==> src/rtl/core/itk_pkg.sv <==
// Shared types, constants and arithmetic helpers of the IMU tilt Kalman filter core.
package itk_pkg;

    localparam int CORDIC_STEPS = 20;
    localparam int CORDIC_W     = 28;
    localparam int CFG_IDX_W    = 3;
    localparam int CFG_DATA_W   = 31;

    localparam logic signed [31:0] DEG90_Q16   = 32'sd5898240;
    localparam logic signed [31:0] ANGLE_LIMIT = 32'sd23592960;

    localparam logic [CFG_IDX_W-1:0] CFG_ANGLE_NOISE   = 3'd0;
    localparam logic [CFG_IDX_W-1:0] CFG_BIAS_NOISE    = 3'd1;
    localparam logic [CFG_IDX_W-1:0] CFG_MEASURE_NOISE = 3'd2;
    localparam logic [CFG_IDX_W-1:0] CFG_TIME_STEP     = 3'd3;
    localparam logic [CFG_IDX_W-1:0] CFG_GYRO_GAIN     = 3'd4;

    typedef struct packed {
        logic [30:0] angle_noise;
        logic [30:0] bias_noise;
        logic [30:0] measure_noise;
        logic [24:0] time_step;
        logic [24:0] gyro_gain;
    } kf_cfg_t;

    typedef struct packed {
        logic               busy;
        logic signed [31:0] angle;
        logic signed [31:0] bias;
    } lane_status_t;

    typedef enum logic [2:0] {
        FE_IDLE, FE_SQUARE, FE_ROOT, FE_WAIT, FE_PITCH, FE_FILTER, FE_OUT
    } fe_state_t;

    typedef enum logic [2:0] {
        LN_IDLE, LN_MUL, LN_ACC, LN_DIV0, LN_DIV1
    } lane_state_t;

    typedef enum logic [3:0] {
        OP_RATE, OP_PRED, OP_DP, OP_N00, OP_N11,
        OP_K0Y, OP_K1Y, OP_K0N00, OP_K0N01, OP_K1N00, OP_K1N01
    } lane_op_t;

    // Arctangent of 2^-i in Q16.16 degrees.
    function automatic logic signed [31:0] atan_deg(input logic [4:0] idx);
        logic signed [31:0] v;
        case (idx)
            5'd0:  v = 32'sd2949120;
            5'd1:  v = 32'sd1740967;
            5'd2:  v = 32'sd919879;
            5'd3:  v = 32'sd466945;
            5'd4:  v = 32'sd234379;
            5'd5:  v = 32'sd117266;
            5'd6:  v = 32'sd58666;
            5'd7:  v = 32'sd29335;
            5'd8:  v = 32'sd14668;
            5'd9:  v = 32'sd7334;
            5'd10: v = 32'sd3667;
            5'd11: v = 32'sd1833;
            5'd12: v = 32'sd917;
            5'd13: v = 32'sd458;
            5'd14: v = 32'sd229;
            5'd15: v = 32'sd115;
            5'd16: v = 32'sd57;
            5'd17: v = 32'sd29;
            5'd18: v = 32'sd14;
            5'd19: v = 32'sd7;
            5'd20: v = 32'sd4;
            5'd21: v = 32'sd2;
            5'd22: v = 32'sd1;
            default: v = 32'sd0;
        endcase
        return v;
    endfunction

    // Round to nearest (half up) while dropping s fraction bits.
    function automatic logic signed [71:0] rnd_shr(input logic signed [71:0] v,
                                                   input logic [4:0] s);
        logic signed [71:0] half;
        half = 72'sd1 <<< (s - 5'd1);
        return (v + half) >>> s;
    endfunction

    function automatic logic signed [31:0] sat32(input logic signed [71:0] v);
        logic signed [31:0] r;
        if (v > 72'sd2147483647) begin
            r = 32'sh7fffffff;
        end else if (v < -72'sd2147483648) begin
            r = 32'sh80000000;
        end else begin
            r = v[31:0];
        end
        return r;
    endfunction

    function automatic logic [25:0] clamp_angle(input logic signed [31:0] a);
        logic signed [31:0] v;
        v = a;
        if (v > ANGLE_LIMIT) begin
            v = ANGLE_LIMIT;
        end else if (v < -ANGLE_LIMIT) begin
            v = -ANGLE_LIMIT;
        end
        return v[25:0];
    endfunction

endpackage

==> src/rtl/core/itk_cordic.sv <==
// Iterative vectoring CORDIC giving atan2(y, x) in Q16.16 degrees, one micro-rotation a cycle.
module itk_cordic import itk_pkg::*; (
    input  logic                       aclk,
    input  logic                       aresetn,
    input  logic                       start,
    input  logic signed [CORDIC_W-1:0] x_in,
    input  logic signed [CORDIC_W-1:0] y_in,
    output logic signed [31:0]         angle,
    output logic                       busy
);

    logic signed [CORDIC_W-1:0] x_reg, x_next, y_reg, y_next, dx, dy;
    logic signed [31:0]         z_reg, z_next;
    logic [4:0]                 step_reg, step_next;
    logic                       busy_reg, busy_next;

    always_comb begin
        x_next    = x_reg;
        y_next    = y_reg;
        z_next    = z_reg;
        step_next = step_reg;
        busy_next = busy_reg;
        dx        = x_reg >>> step_reg;
        dy        = y_reg >>> step_reg;
        if (start) begin
            step_next = '0;
            if (x_in == '0 && y_in == '0) begin
                z_next    = '0;
                busy_next = 1'b0;
            end else begin
                busy_next = 1'b1;
                if (x_in < 0) begin
                    // Turn the vector into the right half plane first.
                    if (y_in >= 0) begin
                        x_next = y_in;
                        y_next = -x_in;
                        z_next = DEG90_Q16;
                    end else begin
                        x_next = -y_in;
                        y_next = x_in;
                        z_next = -DEG90_Q16;
                    end
                end else begin
                    x_next = x_in;
                    y_next = y_in;
                    z_next = '0;
                end
            end
        end else if (busy_reg) begin
            if (y_reg >= 0) begin
                x_next = x_reg + dy;
                y_next = y_reg - dx;
                z_next = z_reg + atan_deg(step_reg);
            end else begin
                x_next = x_reg - dy;
                y_next = y_reg + dx;
                z_next = z_reg - atan_deg(step_reg);
            end
            step_next = step_reg + 5'd1;
            if (step_reg == 5'(CORDIC_STEPS - 1)) begin
                busy_next = 1'b0;
            end
        end
    end

    always_ff @(posedge aclk) begin
        if (!aresetn) begin
            busy_reg <= 1'b0;
            step_reg <= '0;
        end else begin
            busy_reg <= busy_next;
            step_reg <= step_next;
        end
        x_reg <= x_next;
        y_reg <= y_next;
        z_reg <= z_next;
    end

    assign angle = z_reg;
    assign busy  = busy_reg;

endmodule

==> config.mk <==
export PLATFORM = sky130hd
export DESIGN_NAME = itk_cordic
export DESIGN_NICKNAME = d
export VERILOG_FILES = /design/src/rtl/core/itk_pkg.sv /design/src/rtl/core/itk_cordic.sv
export SDC_FILE = /design/constraint.sdc
export NUM_CORES = 1
export LEC_CHECK = 0
export BUFFER_PORTS_ARGS = -buffer_cell sky130_fd_sc_hd__buf_2
export CELL_PAD_IN_SITES_DETAIL_PLACEMENT = 0
export CELL_PAD_IN_SITES_GLOBAL_PLACEMENT = 2
export CORE_AREA = 3 3 317 163
export CTS_CLUSTER_SIZE = 8
export DETAILED_ROUTE_END_ITERATION = 10
export DIE_AREA = 0 0 320 166
export GPL_TIMING_DRIVEN = 0
export PLACE_DENSITY_LB_ADDON = 0.2
export SYNTH_ARGS = -nofsm -noshare
export SYNTH_HDL_FRONTEND = slang
export SYNTH_SLANG_ARGS = --single-unit
==> constraint.sdc <==
create_clock -name aclk -period 5 [get_ports aclk]
set_input_delay 1 -clock aclk [delete_from_list [all_inputs] [get_ports aclk]]
set_output_delay 1 -clock aclk [all_outputs]
set_load 0.03 [all_outputs]
==> impl_results.md <==
- Peak VDD IR: 0.349 mV
- Final TNS setup: -7.47 ns
- Kind of critical path: flop to flop
- Cell taking the most area after synthesis: edfxtp_1
- Critical Path Source Type: flop
- Vias after detailed routing: 17,657
- Mapped Nets: 2,144
- Beginning of the worst hold path: step_reg[1]$_SDFFE_PP0P_
- R2R setup slack: -0.60 ns
- Reg-to-reg endpoint: x_reg[24]$_DFFE_PP_
- EDFF count, synth: 88
- Hold worst-path end: step_reg[1]$_SDFFE_PP0P_
- Max-slew violation count: 0
- I/O pin count: 92
- Largest net degree at the start of global routing: 57
- CP cell instances: mux4_2 > mux2_4 > o211ai_2 > o2111ai_4 > or4_4 > or4_4 > or3_4 > a21oi_4 > o22ai_4 > ha_4 > a21oi_2 > o21bai_1 > a41oi_2 > nand2_1 > o221ai_2 > o21bai_1 > or2_4 > a31o_4
- Fillers: 4,961
- Worst R2R Path Depth: 18
- Post-DP HPWL: 60,200 µm
- CTS tree: built
- Achievable frequency: 179 MHz
- Final Util: 43.7%
- Initial Utilization: 33.2%
- Netlist Area Pre-Place: 16,100 µm²
- Post-synthesis area per instance: 8.15 µm²
- Global-route wire length before repair: 115,000 µm
- Max cap viols: 0
- DR vias/cell: 6.09
- Synth Warn #: 0
- Layout cells sized above 1: 30.2%
- Yosys reg bits: 116
- WL per Instance: 27.4 µm
- CP Data Required Time: 5.21 ns
- Initial antenna violation count: 3
- Worst hold slack: 0.652 ns
- Slew @ Worst Pin: 1.25 ns
- Clk buf depth: 2
- Final cell count without fillers: 2,897
- Failing checks: setup timing
- Top post-synthesis cells by area: edfxtp_1 (16%), ha_1 (8.0%), mux4_2 (6.7%), xnor2_1 (5.6%), o21ai_0 (4.8%)
- Finished layout cell area: 21,300 µm²
- Routed Antenna Nets: 0
- Seq/Total Area, Yosys: 19.9%
- Power Dens Cells: 829 nW/µm²
- DRC viols: 0
- Clk root buf: clkbuf_16
- Placed instance count: 2,717
- GR Util All Layers: 29.0%
- Routability Congestion: 0.996
- Tmin final: 5.60 ns
- Die Y: 166 µm
- Slowest cell on crit path: or4_4
- Total core area: 48,600 µm²
- Final setup fails: 27
- Placed Area: 17,600 µm²
- Period Utilization, post-route: 112%
- Fin nets: 2,399
- Setup ws final: -0.602 ns
- CTS Sinks: 116
- Final Hold Fails: 0
- Number of cell rows: 57
- Hold Crit Depth: 3
- Post-synth top area share: 16.4%
- Unique cell type count in the Yosys netlist: 78
- Critical Path Max Stage Delay: 0.63 ns
- Status: finished, violations left
- Ys async rst share: 0%
- Final setup skew: 0.0164 ns
- IO Port Bufs: 89
- Vias in the first global route: 16,967
- Lkg Pwr: 8.12 nW
- Worst r2r src: y_reg[24]$_DFFE_PP_
- Area Growth Syn to Fin: 31.8%
- Crit path DAT: 5.81 ns
- Hold Path Class: flop to flop
- Syn Inst Count: 1,979
- Worst slew margin: 16.9%
- RSZ-0062 raised after global routing: yes
- Clock latency at the later pin of the worst-skew pair: 0.46 ns
- Die W: 320 µm
- Commonest register cell after synthesis: edfxtp_1
- Drt initial violations: 1,869
- Depth of the CTS H-tree: 4
- Total Routed Length: 79,400 µm
- Inserted Clock Buffers: 17
- Worst-path clk slew: 0.06 ns
- CP Max Fanout: 7
- Worst setup EP type: flop
- First-pass DRT Iterations: 7
- Die area: 53,100 µm²
- GR Overflow Total: 0
critical path, delay by kind of cell (launching register included):
kind,cells,cell delay (ns)
flip-flops,1,0.53
AND/OR/NAND/NOR,5,1.96
adder cells (fa/ha/maj),1,0.26
multiplexers,2,0.85
AO/OA/AOI/OAI,10,1.74
per-layer routing:
layer | vias up | track usage, % | routed length, µm | share of wire, %
li1 | 7974 | - | - | -
met1 | 8739 | 41.1 | 35700 | 45
met2 | 804 | 43.5 | 33800 | 43
met3 | 140 | 6.36 | 7280 | 9.2
met4 | 0 | 9.38 | 2700 | 3.4
met5 | - | 0 | 0 | 0
synthesized netlist by cell type, drive strengths merged, types with 5 or more instances:
cell	count
nand2	203
o21ai	156
nor2	145
a21oi	116
ha	103
xnor2	103
edfxtp	88
mux2i	72
clkbuf	66
xor2	66
o211ai	60
inv	58
buf	54
mux4	48
nand3	44
mux2	38
nand2b	37
nor3	37
o31ai	37
o21a	33
a211oi	32
a21o	29
dfxtp	28
or3	27
nor2b	22
a31oi	20
o22ai	20
or4	17
o41ai	16
and2	15
and3	15
nor4	15
or2	15
a22oi	13
o21bai	13
a211o	11
nand4	11
nor3b	8
a2111oi	6
a221oi	5
nand4b	5
o2111ai	5
repair_timing:
action	4_1_cts	5_1_grt
buffers inserted	115	41
hold buffers	0	0
pin swaps	100	99
resized for setup	314	141
endpoints found under the setup margin	73	44
metrics by stage:
step / power (mW) / worst slack [ns]
6_report: 17.6 / -0.602
2_1_floorplan: 9.54 / -0.122
3_3_place_gp: 12.5 / -1.93
3_5_place_dp: 12.4 / -1.86
5_1_grt: 18.8 / -0.782
4_1_cts: 16.0 / -0.524
cells by family after synthesis:
group | share of synthesized area, %
buffers and inverters | 4.66
and+or+nand+nor | 18.8
adders and majority gates | 8.36
xor gates and xnor gates | 9.18
muxes | 13.9
AOI/OAI and AO/OA | 25.2
DFF | 19.9
report_power, final:
| group | switching (mW) | leakage (nW) | internal, mW |
|---|---|---|---|
| Clock | 0.531 | 0.302 | 0.785 |
| Sequential | 0.672 | 1.12 | 1.62 |
| Combinational | 7.68 | 6.69 | 6.33 |
cells in the final DEF, fill, tap and decap left out, types with 32 or more instances in the layout:
cell type,netlist,final
nand2_1,203,188
buf_4,4,157
nor2_1,145,132
o21ai_0,155,105
buf_2,25,97
xnor2_1,103,93
a21oi_1,116,92
edfxtp_1,88,88
ha_1,103,78
mux2i_1,72,64
o211ai_1,59,59
xor2_1,66,58
inv_1,58,56
mux4_2,48,48
clkbuf_1,66,44
nand3_1,44,39
nand2b_1,37,34
nor3_1,37,33
o21a_1,33,32
worst max path at each step:
stage               slack, ns             endpoint                startpoint
CTS                     -0.52  x_reg[24]$_DFFE_PP_       y_reg[24]$_DFFE_PP_
global route            -0.78  y_reg[27]$_DFFE_PP_  step_reg[2]$_SDFFE_PP0P_
global placement        -1.93  angle[31]$_DFFE_PP_       y_reg[27]$_DFFE_PP_
finish                  -0.60  x_reg[24]$_DFFE_PP_       y_reg[24]$_DFFE_PP_
floorplan               -0.12  y_reg[27]$_DFFE_PP_  step_reg[1]$_SDFFE_PP0P_
detailed placement      -1.86  angle[31]$_DFFE_PP_       y_reg[27]$_DFFE_PP_
final cells by class:
class                           instances  area (µm²)  area share, %
Multi-Input combinational cell       1681       13900           65.2
Antenna cell                            1        2.50         0.0118
Timing Repair Buffer                  243        1630           7.67
Clock buffer                           23         520           2.45
Sequential cell                       116        3210           15.1
Clock inverter                          9        85.1          0.400
Inverter                               62         234           1.10
Buffer                                113         897           4.22
Tap cell                              649         812           3.82
Note: power is estimated with default switching activity, not from simulation.
