==> src/rtl/core/itk_pkg.sv <==
// Shared types, constants and arithmetic helpers of the IMU tilt Kalman filter core.
package itk_pkg;

    localparam int CORDIC_STEPS = 20;
    localparam int CORDIC_W     = 28;
    localparam int CFG_IDX_W    = 3;
    localparam int CFG_DATA_W   = 31;

    localparam logic signed [31:0] DEG90_Q16   = 32'sd5898240;
    localparam logic signed [31:0] ANGLE_LIMIT = 32'sd23592960;

    localparam logic [CFG_IDX_W-1:0] CFG_ANGLE_NOISE   = 3'd0;
    localparam logic [CFG_IDX_W-1:0] CFG_BIAS_NOISE    = 3'd1;
    localparam logic [CFG_IDX_W-1:0] CFG_MEASURE_NOISE = 3'd2;
    localparam logic [CFG_IDX_W-1:0] CFG_TIME_STEP     = 3'd3;
    localparam logic [CFG_IDX_W-1:0] CFG_GYRO_GAIN     = 3'd4;

    typedef struct packed {
        logic [30:0] angle_noise;
        logic [30:0] bias_noise;
        logic [30:0] measure_noise;
        logic [24:0] time_step;
        logic [24:0] gyro_gain;
    } kf_cfg_t;

    typedef struct packed {
        logic               busy;
        logic signed [31:0] angle;
        logic signed [31:0] bias;
    } lane_status_t;

    typedef enum logic [2:0] {
        FE_IDLE, FE_SQUARE, FE_ROOT, FE_WAIT, FE_PITCH, FE_FILTER, FE_OUT
    } fe_state_t;

    typedef enum logic [2:0] {
        LN_IDLE, LN_MUL, LN_ACC, LN_DIV0, LN_DIV1
    } lane_state_t;

    typedef enum logic [3:0] {
        OP_RATE, OP_PRED, OP_DP, OP_N00, OP_N11,
        OP_K0Y, OP_K1Y, OP_K0N00, OP_K0N01, OP_K1N00, OP_K1N01
    } lane_op_t;

    // Arctangent of 2^-i in Q16.16 degrees.
    function automatic logic signed [31:0] atan_deg(input logic [4:0] idx);
        logic signed [31:0] v;
        case (idx)
            5'd0:  v = 32'sd2949120;
            5'd1:  v = 32'sd1740967;
            5'd2:  v = 32'sd919879;
            5'd3:  v = 32'sd466945;
            5'd4:  v = 32'sd234379;
            5'd5:  v = 32'sd117266;
            5'd6:  v = 32'sd58666;
            5'd7:  v = 32'sd29335;
            5'd8:  v = 32'sd14668;
            5'd9:  v = 32'sd7334;
            5'd10: v = 32'sd3667;
            5'd11: v = 32'sd1833;
            5'd12: v = 32'sd917;
            5'd13: v = 32'sd458;
            5'd14: v = 32'sd229;
            5'd15: v = 32'sd115;
            5'd16: v = 32'sd57;
            5'd17: v = 32'sd29;
            5'd18: v = 32'sd14;
            5'd19: v = 32'sd7;
            5'd20: v = 32'sd4;
            5'd21: v = 32'sd2;
            5'd22: v = 32'sd1;
            default: v = 32'sd0;
        endcase
        return v;
    endfunction

    // Round to nearest (half up) while dropping s fraction bits.
    function automatic logic signed [71:0] rnd_shr(input logic signed [71:0] v,
                                                   input logic [4:0] s);
        logic signed [71:0] half;
        half = 72'sd1 <<< (s - 5'd1);
        return (v + half) >>> s;
    endfunction

    function automatic logic signed [31:0] sat32(input logic signed [71:0] v);
        logic signed [31:0] r;
        if (v > 72'sd2147483647) begin
            r = 32'sh7fffffff;
        end else if (v < -72'sd2147483648) begin
            r = 32'sh80000000;
        end else begin
            r = v[31:0];
        end
        return r;
    endfunction

    function automatic logic [25:0] clamp_angle(input logic signed [31:0] a);
        logic signed [31:0] v;
        v = a;
        if (v > ANGLE_LIMIT) begin
            v = ANGLE_LIMIT;
        end else if (v < -ANGLE_LIMIT) begin
            v = -ANGLE_LIMIT;
        end
        return v[25:0];
    endfunction

endpackage

==> src/rtl/core/itk_isqrt.sv <==
// Digit-by-digit floor square root of (s * 2^16), two radicand bits per cycle.
module itk_isqrt import itk_pkg::*; (
    input  logic        aclk,
    input  logic        aresetn,
    input  logic        start,
    input  logic [31:0] radicand,
    output logic [23:0] root,
    output logic        busy
);

    logic [47:0] rad_reg, rad_next;
    logic [26:0] rem_reg, rem_next;
    logic [23:0] root_reg, root_next;
    logic [4:0]  cnt_reg, cnt_next;
    logic        busy_reg, busy_next;
    logic [26:0] rem_t;
    logic [26:0] trial;

    always_comb begin
        rad_next  = rad_reg;
        rem_next  = rem_reg;
        root_next = root_reg;
        cnt_next  = cnt_reg;
        busy_next = busy_reg;
        rem_t     = {rem_reg[24:0], rad_reg[47:46]};
        trial     = {1'b0, root_reg, 2'b01};
        if (start) begin
            rad_next  = {radicand, 16'd0};
            rem_next  = '0;
            root_next = '0;
            cnt_next  = '0;
            busy_next = 1'b1;
        end else if (busy_reg) begin
            rad_next = {rad_reg[45:0], 2'b00};
            if (rem_t >= trial) begin
                rem_next  = rem_t - trial;
                root_next = {root_reg[22:0], 1'b1};
            end else begin
                rem_next  = rem_t;
                root_next = {root_reg[22:0], 1'b0};
            end
            cnt_next = cnt_reg + 5'd1;
            if (cnt_reg == 5'd23) begin
                busy_next = 1'b0;
            end
        end
    end

    always_ff @(posedge aclk) begin
        if (!aresetn) begin
            busy_reg <= 1'b0;
            cnt_reg  <= '0;
        end else begin
            busy_reg <= busy_next;
            cnt_reg  <= cnt_next;
        end
        rad_reg  <= rad_next;
        rem_reg  <= rem_next;
        root_reg <= root_next;
    end

    assign root = root_reg;
    assign busy = busy_reg;

endmodule

==> config.mk <==
export PLATFORM = sky130hd
export DESIGN_NAME = itk_isqrt
export DESIGN_NICKNAME = d
export VERILOG_FILES = /design/src/rtl/core/itk_pkg.sv /design/src/rtl/core/itk_isqrt.sv
export SDC_FILE = /design/constraint.sdc
export NUM_CORES = 1
export LEC_CHECK = 0
export ABC_CLOCK_PERIOD_IN_PS = 2630
export BUFFER_PORTS_ARGS = -buffer_cell sky130_fd_sc_hd__buf_2
export CAP_MARGIN = 10
export CORE_MARGIN = 10
export CORE_UTILIZATION = 40
export CTS_CLUSTER_DIAMETER = 60
export DETAILED_ROUTE_END_ITERATION = 8
export MAX_ROUTING_LAYER = met4
export PLACE_DENSITY = 0.67
export RECOVER_POWER = 25
export SLEW_MARGIN = 40
export SYNTH_ARGS = -nofsm -noshare
export SYNTH_HDL_FRONTEND = slang
export SYNTH_SLANG_ARGS = --single-unit
==> constraint.sdc <==
create_clock -name aclk -period 2.63 [get_ports aclk]
set_clock_uncertainty 0.15 [all_clocks]
set_input_delay 0.263 -clock aclk [delete_from_list [all_inputs] [get_ports aclk]]
set_output_delay 0.263 -clock aclk [all_outputs]
set_load 0.05 [all_outputs]
==> metrics.md, run 1 <==
| Metric | Value |
|---|---|
| Final Hold Slack | `0.0393 ns` |
| Synth warn | `0` |
| Slew HR | `0.723` |
| CP Launch Type | `flip-flop` |
| Reg clk slew, reported paths | `0.07 ns` |
| EDFF count, synth | `32` |
| DR vias | `4,500` |
| Critical R2R Launch | `rad_reg[47]` |
| Final setup margin | `-0.0443 ns` |
| Final period util | `1.02` |
| Core Util, Final | `0.554` |
| Setup slack, reg-to-reg | `-0.04 ns` |
| Initial core utilization | `0.406` |
| Hold endpoint | `rad_reg[16]` |
| Share of cells above drive strength 1 | `0.426` |
| Filler Cell Count | `1,116` |
| Dpl ws | `-0.137 ns` |
| Max cap viols | `0` |
| Vias in the first global route | `4,507` |
| HPWL after detailed placement | `9440 um` |
| Post-synthesis sequential element count | `87` |
| Arrival @ worst endpoint | `2.79 ns` |
| Average routed wire per standard cell | `16.4 um` |
| Maximum fanout along the worst path | `3` |
| 1st-pass router iterations | `4` |
| TritonCTS clock tree | `yes` |
| Root Driver | `clkbuf_16` |
| Pwr Density | `869 nW/um^2` |
| Max Clk Rate | `374 MHz` |
| Antenna violations before repair | `1` |
| TritonCTS Buffers | `9` |
| Post-route cell area | `6960 sq um` |
| Final setup viols | `11` |
| RSZ-0062 raised after global routing | `yes` |
| Share of the synthesized area in the top cell type | `0.216` |
| Commonest cells post-synth | `65 x nor2_1, 55 x dfxtp_1, 37 x inv_1, 32 x edfxtp_1, 30 x mux2_2` |
| Dominant synthesized flop cell | `dfxtp_1` |
| Slew Limit Fails | `0` |
| TritonCTS Sinks | `87` |
| Synth async-reset ratio | `0` |
| Syn Nets | `600` |
| Max reg flops | `32` |
| Final hold violation count | `0` |
| First-pass GRT wire length | `22,100 um` |
| P&R area growth vs syn | `36.3%` |
| Status | `complete, but fails checks` |
| Leading area contributor after synthesis | `dfxtp_1` |
| # DRC | `0` |
| Die ar. | `17,700 sq um` |
| Largest net degree at the start of global routing | `74` |
| Max VDD drop | `453 uV` |
| Hold Crit Start | `radicand[0]` |
| Die width | `133 um` |
| Mapped Cells | `538` |
| Maximum buffer depth of the clock tree | `2` |
| Core footprint | `12,600 sq um` |
| Latest clock arrival within the worst-skew pair | `0.36 ns` |
| Seq/Total Area, Yosys | `0.404` |
| Synth top area cells | `dfxtp_1 22%, edfxtp_1 19%, ha_1 6.6%` |
| Worst Tran Pin Value | `0.415 ns` |
| Crit Path Category | `flip-flop to flip-flop` |
| IO Count | `60` |
| Antenna viol nets, final | `0` |
| Failing checks | `negative setup slack` |
| Worst hold path depth | `2` |
| Die Y | `133 um` |
| RePlAce Congestion | `0.939` |
| Crit end category | `flip-flop` |
| Post-synthesis average cell area | `9.50 sq um` |
| Final net count | `719` |
| Port bufs | `59` |
| Netlist cell types | `68` |
| Post-DP Area | `6200 sq um` |
| H-Tree Depth | `3` |
| Std cell rows | `41` |
| Worst path required time | `2.74 ns` |
| Tightest Hold Check Type | `input pin to flip-flop` |
| Routed WL | `13,700 um` |
| P_leak | `2.77 nW` |
| Worst-case reg-to-reg path depth | `10` |
| First DRT Iteration DRCs | `326` |
| RR Endpoint | `rem_reg[24]` |
| Fin crit period | `2.67 ns` |
| Count leader, synth | `nor2_1` |
| GRT overflow | `0` |
| DR vias/cell | `5.39` |
| GRT Util Overall | `0.156` |
| Post-Syn Area | `5110 sq um` |
==> worst max-delay path, stage by stage, from the launching register on <==
cell,delay (ns)
edfxtp_1,0.42
inv_2,0.08
ha_2,0.16
and2b_2,0.23
o31ai_4,0.21
a211oi_2,0.13
o21a_1,0.23
o211ai_2,0.16
a311o_1,0.20
mux2_4,0.31
a2111oi_4,0.28
==> how the worst max path moves through the flow <==
stage	endpoint	slack, ns	startpoint
floorplan	rem_reg[24]	-0.03	root[0]
global placement	rem_reg[24]	-0.01	rad_reg[46]
detailed placement	rem_reg[24]	-0.14	rad_reg[47]
CTS	rem_reg[22]	-0.05	root[1]
global route	rem_reg[24]	-0.18	rad_reg[46]
finish	rem_reg[24]	-0.04	rad_reg[47]
==> where the power goes <==
part / leakage (nW) / switching, mW / internal, mW
combinational: 1.84 / 1.63 / 1.45
sequential: 0.789 / 0.0956 / 1.52
clock: 0.147 / 0.594 / 0.755
==> metal layers <==
layer | global-route usage | wire length, um | up-vias
met5 | - | 0 | -
met4 | 0.0654 | 285 | 0
met3 | 0.0360 | 691 | 20
met2 | 0.245 | 6550 | 110
met1 | 0.188 | 6170 | 2152
li1 | - | - | 2218
==> timing repair <==
| item | in CTS | in global routing |
|---|---|---|
| hold endpoints to repair | 1 | 0 |
| endpoints found under the setup margin | 25 | 26 |
| hold buffers | 1 | 0 |
| setup buffers | 3 | 3 |
| pin swaps | 17 | 30 |
| cloned | 1 | 2 |
| gates resized for setup | 24 | 45 |
==> layout by cell type, fill, tap and decap left out, types with 17 or more instances in the layout <==
cell type and instances:
dfxtp_4 17, mux2_2 30, dfxtp_1 31, ha_1 17, buf_2 59, inv_1 30, nor2_1 63, edfxtp_1 32
a21oi_1 19, nand2_1 17, mux2i_1 25, buf_4 65
==> metrics by stage <==
| stage | std cells | power, mW | TNS [ns] |
|---|---|---|---|
| 2_1_floorplan | 538 | 3.29 | -0.0379 |
| 3_3_place_gp | 808 | 4.03 | -0.0282 |
| 3_5_place_dp | 808 | 4.08 | -1.47 |
| 4_1_cts | 829 | 5.65 | -0.335 |
| 5_1_grt | 835 | 6.40 | -2.63 |
| 6_report | 835 | 6.05 | -0.261 |
==> logic make-up after synthesis <==
| kind of cell | after synthesis | synth area share |
|---|---|---|
| compound gates | 130 | 0.181 |
| xor+xnor | 20 | 0.0343 |
| fa+ha+maj | 27 | 0.0661 |
| buf+inv | 64 | 0.0529 |
| flops | 87 | 0.404 |
| mux | 56 | 0.118 |
| simple gates | 154 | 0.145 |
==> layout make-up <==
class	count	area, sq um	area share
Tap cell	172	215	0.0309
Antenna cell	1	2.50	0.000359
Timing Repair Buffer	135	963	0.138
Multi-Input combinational cell	387	3200	0.460
Clock buffer	10	229	0.0329
Clock inverter	6	77.6	0.0111
Sequential cell	87	2130	0.307
Inverter	37	139	0.0199
(Power assumes the default switching activity.)
==> run 2: changes to the inputs <==
- BUFFER_PORTS_ARGS: -buffer_cell sky130_fd_sc_hd__buf_2 -> -buffer_cell sky130_fd_sc_hd__buf_4
==> metrics.md, run 2 (synthesis results as in run 1) <==
| Metric | Value |
|---|---|
| Std cell rows | `41 (unchanged)` |
| Final setup margin | `-0.0739 ns (was -0.0443 ns)` |
| Max VDD drop | `445 uV (was 453 uV)` |
| Final Hold Slack | `0.0429 ns (was 0.0393 ns)` |
| TritonCTS Sinks | `87 (unchanged)` |
| Root Driver | `clkbuf_16 (unchanged)` |
| TritonCTS Buffers | `9 (unchanged)` |
| Antenna violations before repair | `0 (was 1)` |
| First DRT Iteration DRCs | `253 (was 326)` |
| Routed WL | `13,400 um (was 13,700 um)` |
| DR vias | `4,438 (was 4,500)` |
| Most common cell after layout, fill and taps aside | `buf_4 (unchanged)` |
| Average routed wire per standard cell | `16.1 um (was 16.4 um)` |
| Latest clock arrival within the worst-skew pair | `0.35 ns (was 0.36 ns)` |
| IO Count | `60 (unchanged)` |
| Fin crit period | `2.70 ns (was 2.67 ns)` |
| Pwr Density | `836 nW/um^2 (was 869 nW/um^2)` |
| Met1 Resource Use GR | `0.183 (was 0.188)` |
| # DRC | `0 (unchanged)` |
| TritonCTS clock tree | `yes (unchanged)` |
| Failing checks | `negative setup slack (unchanged)` |
| Share of cells above drive strength 1 | `0.424 (was 0.426)` |
| Worst Tran Pin Value | `0.623 ns (was 0.415 ns)` |
| Status | `complete, but fails checks (unchanged)` |
| Die Y | `133 um (unchanged)` |
| Max Clk Rate | `370 MHz (was 374 MHz)` |
| P_leak | `2.78 nW (was 2.77 nW)` |
| GRT Util Overall | `0.153 (was 0.156)` |
| Final hold violation count | `0 (unchanged)` |
| First-pass GRT wire length | `22,000 um (was 22,100 um)` |
| Arrival @ worst endpoint | `2.81 ns (was 2.79 ns)` |
| Met3 usage | `0.0466 (was 0.0360)` |
| Max cap viols | `0 (unchanged)` |
| Tightest Hold Check Type | `input pin to flip-flop (unchanged)` |
| DR vias/cell | `5.33 (was 5.39)` |
| Slew HR | `0.584 (was 0.723)` |
| Antenna fix cells | `0 (was 1)` |
| Final setup viols | `16 (was 11)` |
| Maximum buffer depth of the clock tree | `2 (unchanged)` |
| Reg clk slew, reported paths | `0.07 ns (about the same)` |
| Final period util | `1.03 (was 1.02)` |
| Crit Path Category | `flip-flop to flip-flop (unchanged)` |
| Worst path required time | `2.74 ns (about the same)` |
| 1st-pass router iterations | `4 (unchanged)` |
| Die width | `133 um (unchanged)` |
| RSZ-0062 raised after global routing | `yes (unchanged)` |
| Filler Cell Count | `1,114 (was 1,116)` |
| Final net count | `718 (was 719)` |
| RePlAce Congestion | `0.969 (was 0.939)` |
| Core Util, Final | `0.561 (was 0.554)` |
| CP Launch Type | `flip-flop (unchanged)` |
| Maximum fanout along the worst path | `8 (was 3)` |
| Slew Limit Fails | `0 (unchanged)` |
| Antenna viol nets, final | `0 (unchanged)` |
| Port bufs | `59 (unchanged)` |
| Vias in the first global route | `4,608 (was 4,507)` |
| Max reg flops | `32 (unchanged)` |
| M2 GR Usage | `0.240 (was 0.245)` |
| Core footprint | `12,600 sq um (unchanged)` |
| Initial core utilization | `0.406 (unchanged)` |
| Most frequent cells in the layout | `126 x buf_4, 64 x nor2_1, 32 x edfxtp_1 (was 65 x buf_4, 63 x nor2_1, 59 x buf_2)` |
| H-Tree Depth | `3 (unchanged)` |
| GRT overflow | `0 (unchanged)` |
| Crit end category | `flip-flop (unchanged)` |
| P&R area growth vs syn | `38.1% (was 36.3%)` |
| HPWL after detailed placement | `9340 um (was 9440 um)` |
| Largest net degree at the start of global routing | `54 (was 74)` |
| Die ar. | `17,700 sq um (unchanged)` |
| Top Usage Layer GRT | `met2 (unchanged)` |
run 2: worst max-delay path, cell delays in order, from the launching register on:
cell,delay [ns]
dfxtp_4,0.35
inv_2,0.04
ha_4,0.21
o21a_4,0.21
a21boi_4,0.15
o41ai_4,0.24
a211o_1,0.25
a21boi_4,0.10
o21ai_4,0.32
clkbuf_16,0.23
nand3_1,0.07
a311oi_1,0.28
run 2: timing repair:
action,in CTS,in global routing
endpoints found under the setup margin,24,25
gates resized for setup,35,34
endpoints found under the hold margin,1,0
setup buffers,2,2
pin swaps,21,25
hold buffers,1,0
cloned,2,1
run 2: cell type report:
| cell class | instances | area, sq um | share of cell area |
|---|---|---|---|
| sequential | 87 | 2140 | 0.303 |
| timing repair buffer | 134 | 1090 | 0.154 |
| clock inverter | 7 | 56.3 | 0.00798 |
| tap | 172 | 215 | 0.0305 |
| inverter | 37 | 139 | 0.0197 |
| multi-input combinational | 387 | 3200 | 0.453 |
| clock buffer | 9 | 225 | 0.0319 |
run 2: path summary, 6_finish.rpt:
| path | from | endpoint | slack (ns) | cells past startpoint |
|---|---|---|---|---|
| worst min register to register | rem_reg[23] | rem_reg[23] | 0.34 | 2 |
| worst max-delay path | root[1] | rem_reg[6] | -0.07 | 11 |
| worst min-delay path | radicand[0] | rad_reg[16] | 0.04 | 2 |
| worst max register to register | root[1] | rem_reg[6] | -0.07 | 11 |
run 2: metal layers:
layer  routed length, um  up-vias
met1                6120     2105
met2                6360       95
met4                 248        0
met3                 663       24
li1                    -     2214
met5                   0        -
run 2: where the power goes:
| group | internal (mW) | total [mW] | switching, mW |
|---|---|---|---|
| clock | 0.651 | 1.22 | 0.566 |
| sequential | 1.52 | 1.61 | 0.0886 |
| combinational | 1.46 | 3.07 | 1.61 |
| total | 3.63 | 5.90 | 2.27 |
run 2: metrics by stage:
| step | setup TNS, ns | cell area [sq um] | std cells | total power, mW | setup slack [ns] |
|---|---|---|---|---|---|
| floorplan | -0.0379 | 5290 | 538 | 3.29 | -0.0344 |
| global placement | -0.0438 | 6350 | 809 | 4.08 | -0.0247 |
| detailed placement | -1.16 | 6350 | 809 | 4.10 | -0.104 |
| CTS | -0.518 | 6850 | 830 | 5.63 | -0.0691 |
| global route | -2.60 | 7050 | 833 | 6.23 | -0.160 |
| finish | -0.335 | 7050 | 833 | 5.90 | -0.0739 |
==> run 3: changes to the inputs <==
- ABC_CLOCK_PERIOD_IN_PS: 2630 -> 3100
- CELL_PAD_IN_SITES_DETAIL_PLACEMENT: default -> 1
- CELL_PAD_IN_SITES_GLOBAL_PLACEMENT: default -> 1
- PLACE_DENSITY: 0.67 -> 0.78
- clock period: 2.63 -> 3.1 ns (I/O delays scaled with it)
==> metrics.md, run 3 (synthesis results as in run 1) <==
| Metric | Value |
|---|---|
| Hold endpoint | `busy (was rad_reg[16])` |
| DR vias | `4,252 (was 4,438)` |
| Critical R2R Launch | `root[3] (was root[1])` |
| Latest clock arrival within the worst-skew pair | `0.36 ns (was 0.35 ns)` |
| Max reg flops | `32 (unchanged)` |
| Die ar. | `17,700 sq um (unchanged)` |
| Worst-case reg-to-reg path depth | `10 (was 11)` |
| TritonCTS Sinks | `87 (unchanged)` |
| Worst path required time | `3.20 ns (was 2.74 ns)` |
| DR vias/cell | `5.48 (was 5.33)` |
| Worst hold path depth | `2 (unchanged)` |
| Crit end category | `flip-flop (unchanged)` |
| Max Clk Rate | `334 MHz (was 370 MHz)` |
| Antenna violations before repair | `0 (unchanged)` |
| Initial core utilization | `0.406 (unchanged)` |
| Die width | `133 um (unchanged)` |
| Share of cells above drive strength 1 | `0.245 (was 0.424)` |
| Final net count | `661 (was 718)` |
| Port bufs | `59 (unchanged)` |
| First-pass GRT wire length | `23,000 um (was 22,000 um)` |
| Pwr Density | `719 nW/um^2 (was 836 nW/um^2)` |
| Hold Crit Start | `aresetn (was radicand[0])` |
| Fin crit period | `2.99 ns (was 2.70 ns)` |
| Max cap viols | `0 (unchanged)` |
| Post-DP Area | `5770 sq um (was 6350 sq um)` |
| Crit-path slowest cell | `dfxtp_1 (was dfxtp_4)` |
| Critical-path cell list | `inv_1 > ha_1 > o211a_1 > a211oi_1 > a211oi_2 > o21a_1 > o211ai_2 > a311o_1 > mux2_4 > a2111oi_2 (was inv_2 > ha_4 > o21a_4 > a21boi_4 > o41ai_4 > a211o_1 > a21boi_4 > o21ai_4 > clkbuf_16 > nand3_1 > a311oi_1)` |
| # DRC | `0 (unchanged)` |
| GRT Util Overall | `0.161 (was 0.153)` |
| Std cell rows | `41 (unchanged)` |
| Crit path buffers/inverters | `1 (was 2)` |
| Tightest Hold Check Type | `input pin to flip-flop (unchanged)` |
| Vias in the first global route | `4,591 (was 4,608)` |
| Core footprint | `12,600 sq um (unchanged)` |
| First DRT Iteration DRCs | `266 (was 253)` |
| Filler Cell Count | `1,468 (was 1,114)` |
| RR Endpoint | `rem_reg[24] (was rem_reg[6])` |
| TritonCTS clock tree | `yes (unchanged)` |
| Core Util, Final | `0.484 (was 0.561)` |
| Die Y | `133 um (unchanged)` |
| Slew Limit Fails | `0 (unchanged)` |
| Arrival @ worst endpoint | `3.09 ns (was 2.81 ns)` |
| Maximum fanout along the worst path | `6 (was 8)` |
| Setup slack, reg-to-reg | `0.11 ns (was -0.07 ns)` |
| Antenna viol nets, final | `0 (unchanged)` |
| Final period util | `0.966 (was 1.03)` |
| H-Tree Depth | `3 (unchanged)` |
| Root Driver | `clkbuf_16 (unchanged)` |
| Family with the most delay on the worst path | `compound AO/OA/AOI/OAI gates (unchanged)` |
| Max VDD drop | `375 uV (was 445 uV)` |
| IO Count | `60 (unchanged)` |
| Average routed wire per standard cell | `17.8 um (was 16.1 um)` |
| P_leak | `2.38 nW (was 2.78 nW)` |
| Crit Path Category | `flip-flop to flip-flop (unchanged)` |
| P&R area growth vs syn | `19.1% (was 38.1%)` |
| Post-route cell area | `6080 sq um (was 7050 sq um)` |
| Most frequent cells in the layout | `73 x buf_4, 65 x nor2_1, 52 x dfxtp_1 (was 126 x buf_4, 64 x nor2_1, 32 x edfxtp_1)` |
| Final Hold Slack | `0.0305 ns (was 0.0429 ns)` |
| HPWL after detailed placement | `10,200 um (was 9340 um)` |
| Slew HR | `0.197 (was 0.584)` |
| Routed WL | `13,800 um (was 13,400 um)` |
| Reg clk slew, reported paths | `0.07 ns (about the same)` |
| Antenna fix cells | `0 (unchanged)` |
| RePlAce Congestion | `0.894 (was 0.969)` |
| GRT overflow | `0 (unchanged)` |
| CP Launch Type | `flip-flop (unchanged)` |
| Final setup viols | `0 (was 16)` |
| Maximum buffer depth of the clock tree | `2 (unchanged)` |
| Most common cell after layout, fill and taps aside | `buf_4 (unchanged)` |
| 1st-pass router iterations | `4 (unchanged)` |
| CP max stage delay | `0.37 ns (was 0.35 ns)` |
| Largest net degree at the start of global routing | `54 (unchanged)` |
| Final hold violation count | `0 (unchanged)` |
| Status | `finished, final reports clean (was complete, but fails checks)` |
| TritonCTS Buffers | `9 (unchanged)` |
| Worst Tran Pin Value | `1.20 ns (was 0.623 ns)` |
-- run 3: timing repair --
action,CTS,global route
setup buffers,0,1
endpoints found under the hold margin,0,0
gates resized for setup,0,8
setup endpoints to repair,0,24
hold buffers,0,0
-- run 3: how the worst max path moves through the flow --
stage          startpoint           to  cells after the start
3_5_place_dp      root[5]  rem_reg[24]                      9
6_report          root[3]  rem_reg[24]                     10
5_1_grt           root[3]  rem_reg[24]                     10
4_1_cts           root[1]   rem_reg[6]                     11
2_1_floorplan     root[3]  rem_reg[24]                     10
3_3_place_gp      root[5]  rem_reg[24]                      9
-- run 3: stage by stage --
stage | power (mW) | setup TNS [ns] | std cells | setup slack (ns)
2_1_floorplan | 2.75 | 0 | 538 | 0.0128
3_3_place_gp | 3.23 | 0 | 759 | 0.169
3_5_place_dp | 3.27 | 0 | 759 | 0.0465
4_1_cts | 4.34 | 0 | 775 | 0.00683
5_1_grt | 4.67 | -0.00974 | 776 | -0.00974
6_report | 4.37 | 0 | 776 | 0.106
-- run 3: power by group --
part / internal (mW) / total [mW] / switching (mW)
Sequential: 1.30 / 1.38 / 0.0793
Clock: 0.553 / 1.05 / 0.495
Combinational: 0.798 / 1.94 / 1.14
Total: 2.65 / 4.37 / 1.72
-- run 3: layer usage --
metal / wire [um] / global-route usage
met5: 0 / -
met4: 209 / 0.0556
met3: 563 / 0.0405
met2: 6710 / 0.262
met1: 6300 / 0.190
-- run 3: final cells by class --
| cell class | count | area [sq um] | share of cell area |
|---|---|---|---|
| repair buffers | 77 | 564 | 0.0928 |
| flip-flops and latches | 87 | 2070 | 0.340 |
| well taps | 172 | 215 | 0.0354 |
| clock inverters | 7 | 52.6 | 0.00864 |
| multi-input cells | 387 | 2820 | 0.464 |
| clock buffers | 9 | 225 | 0.0370 |
| inverters | 37 | 139 | 0.0228 |
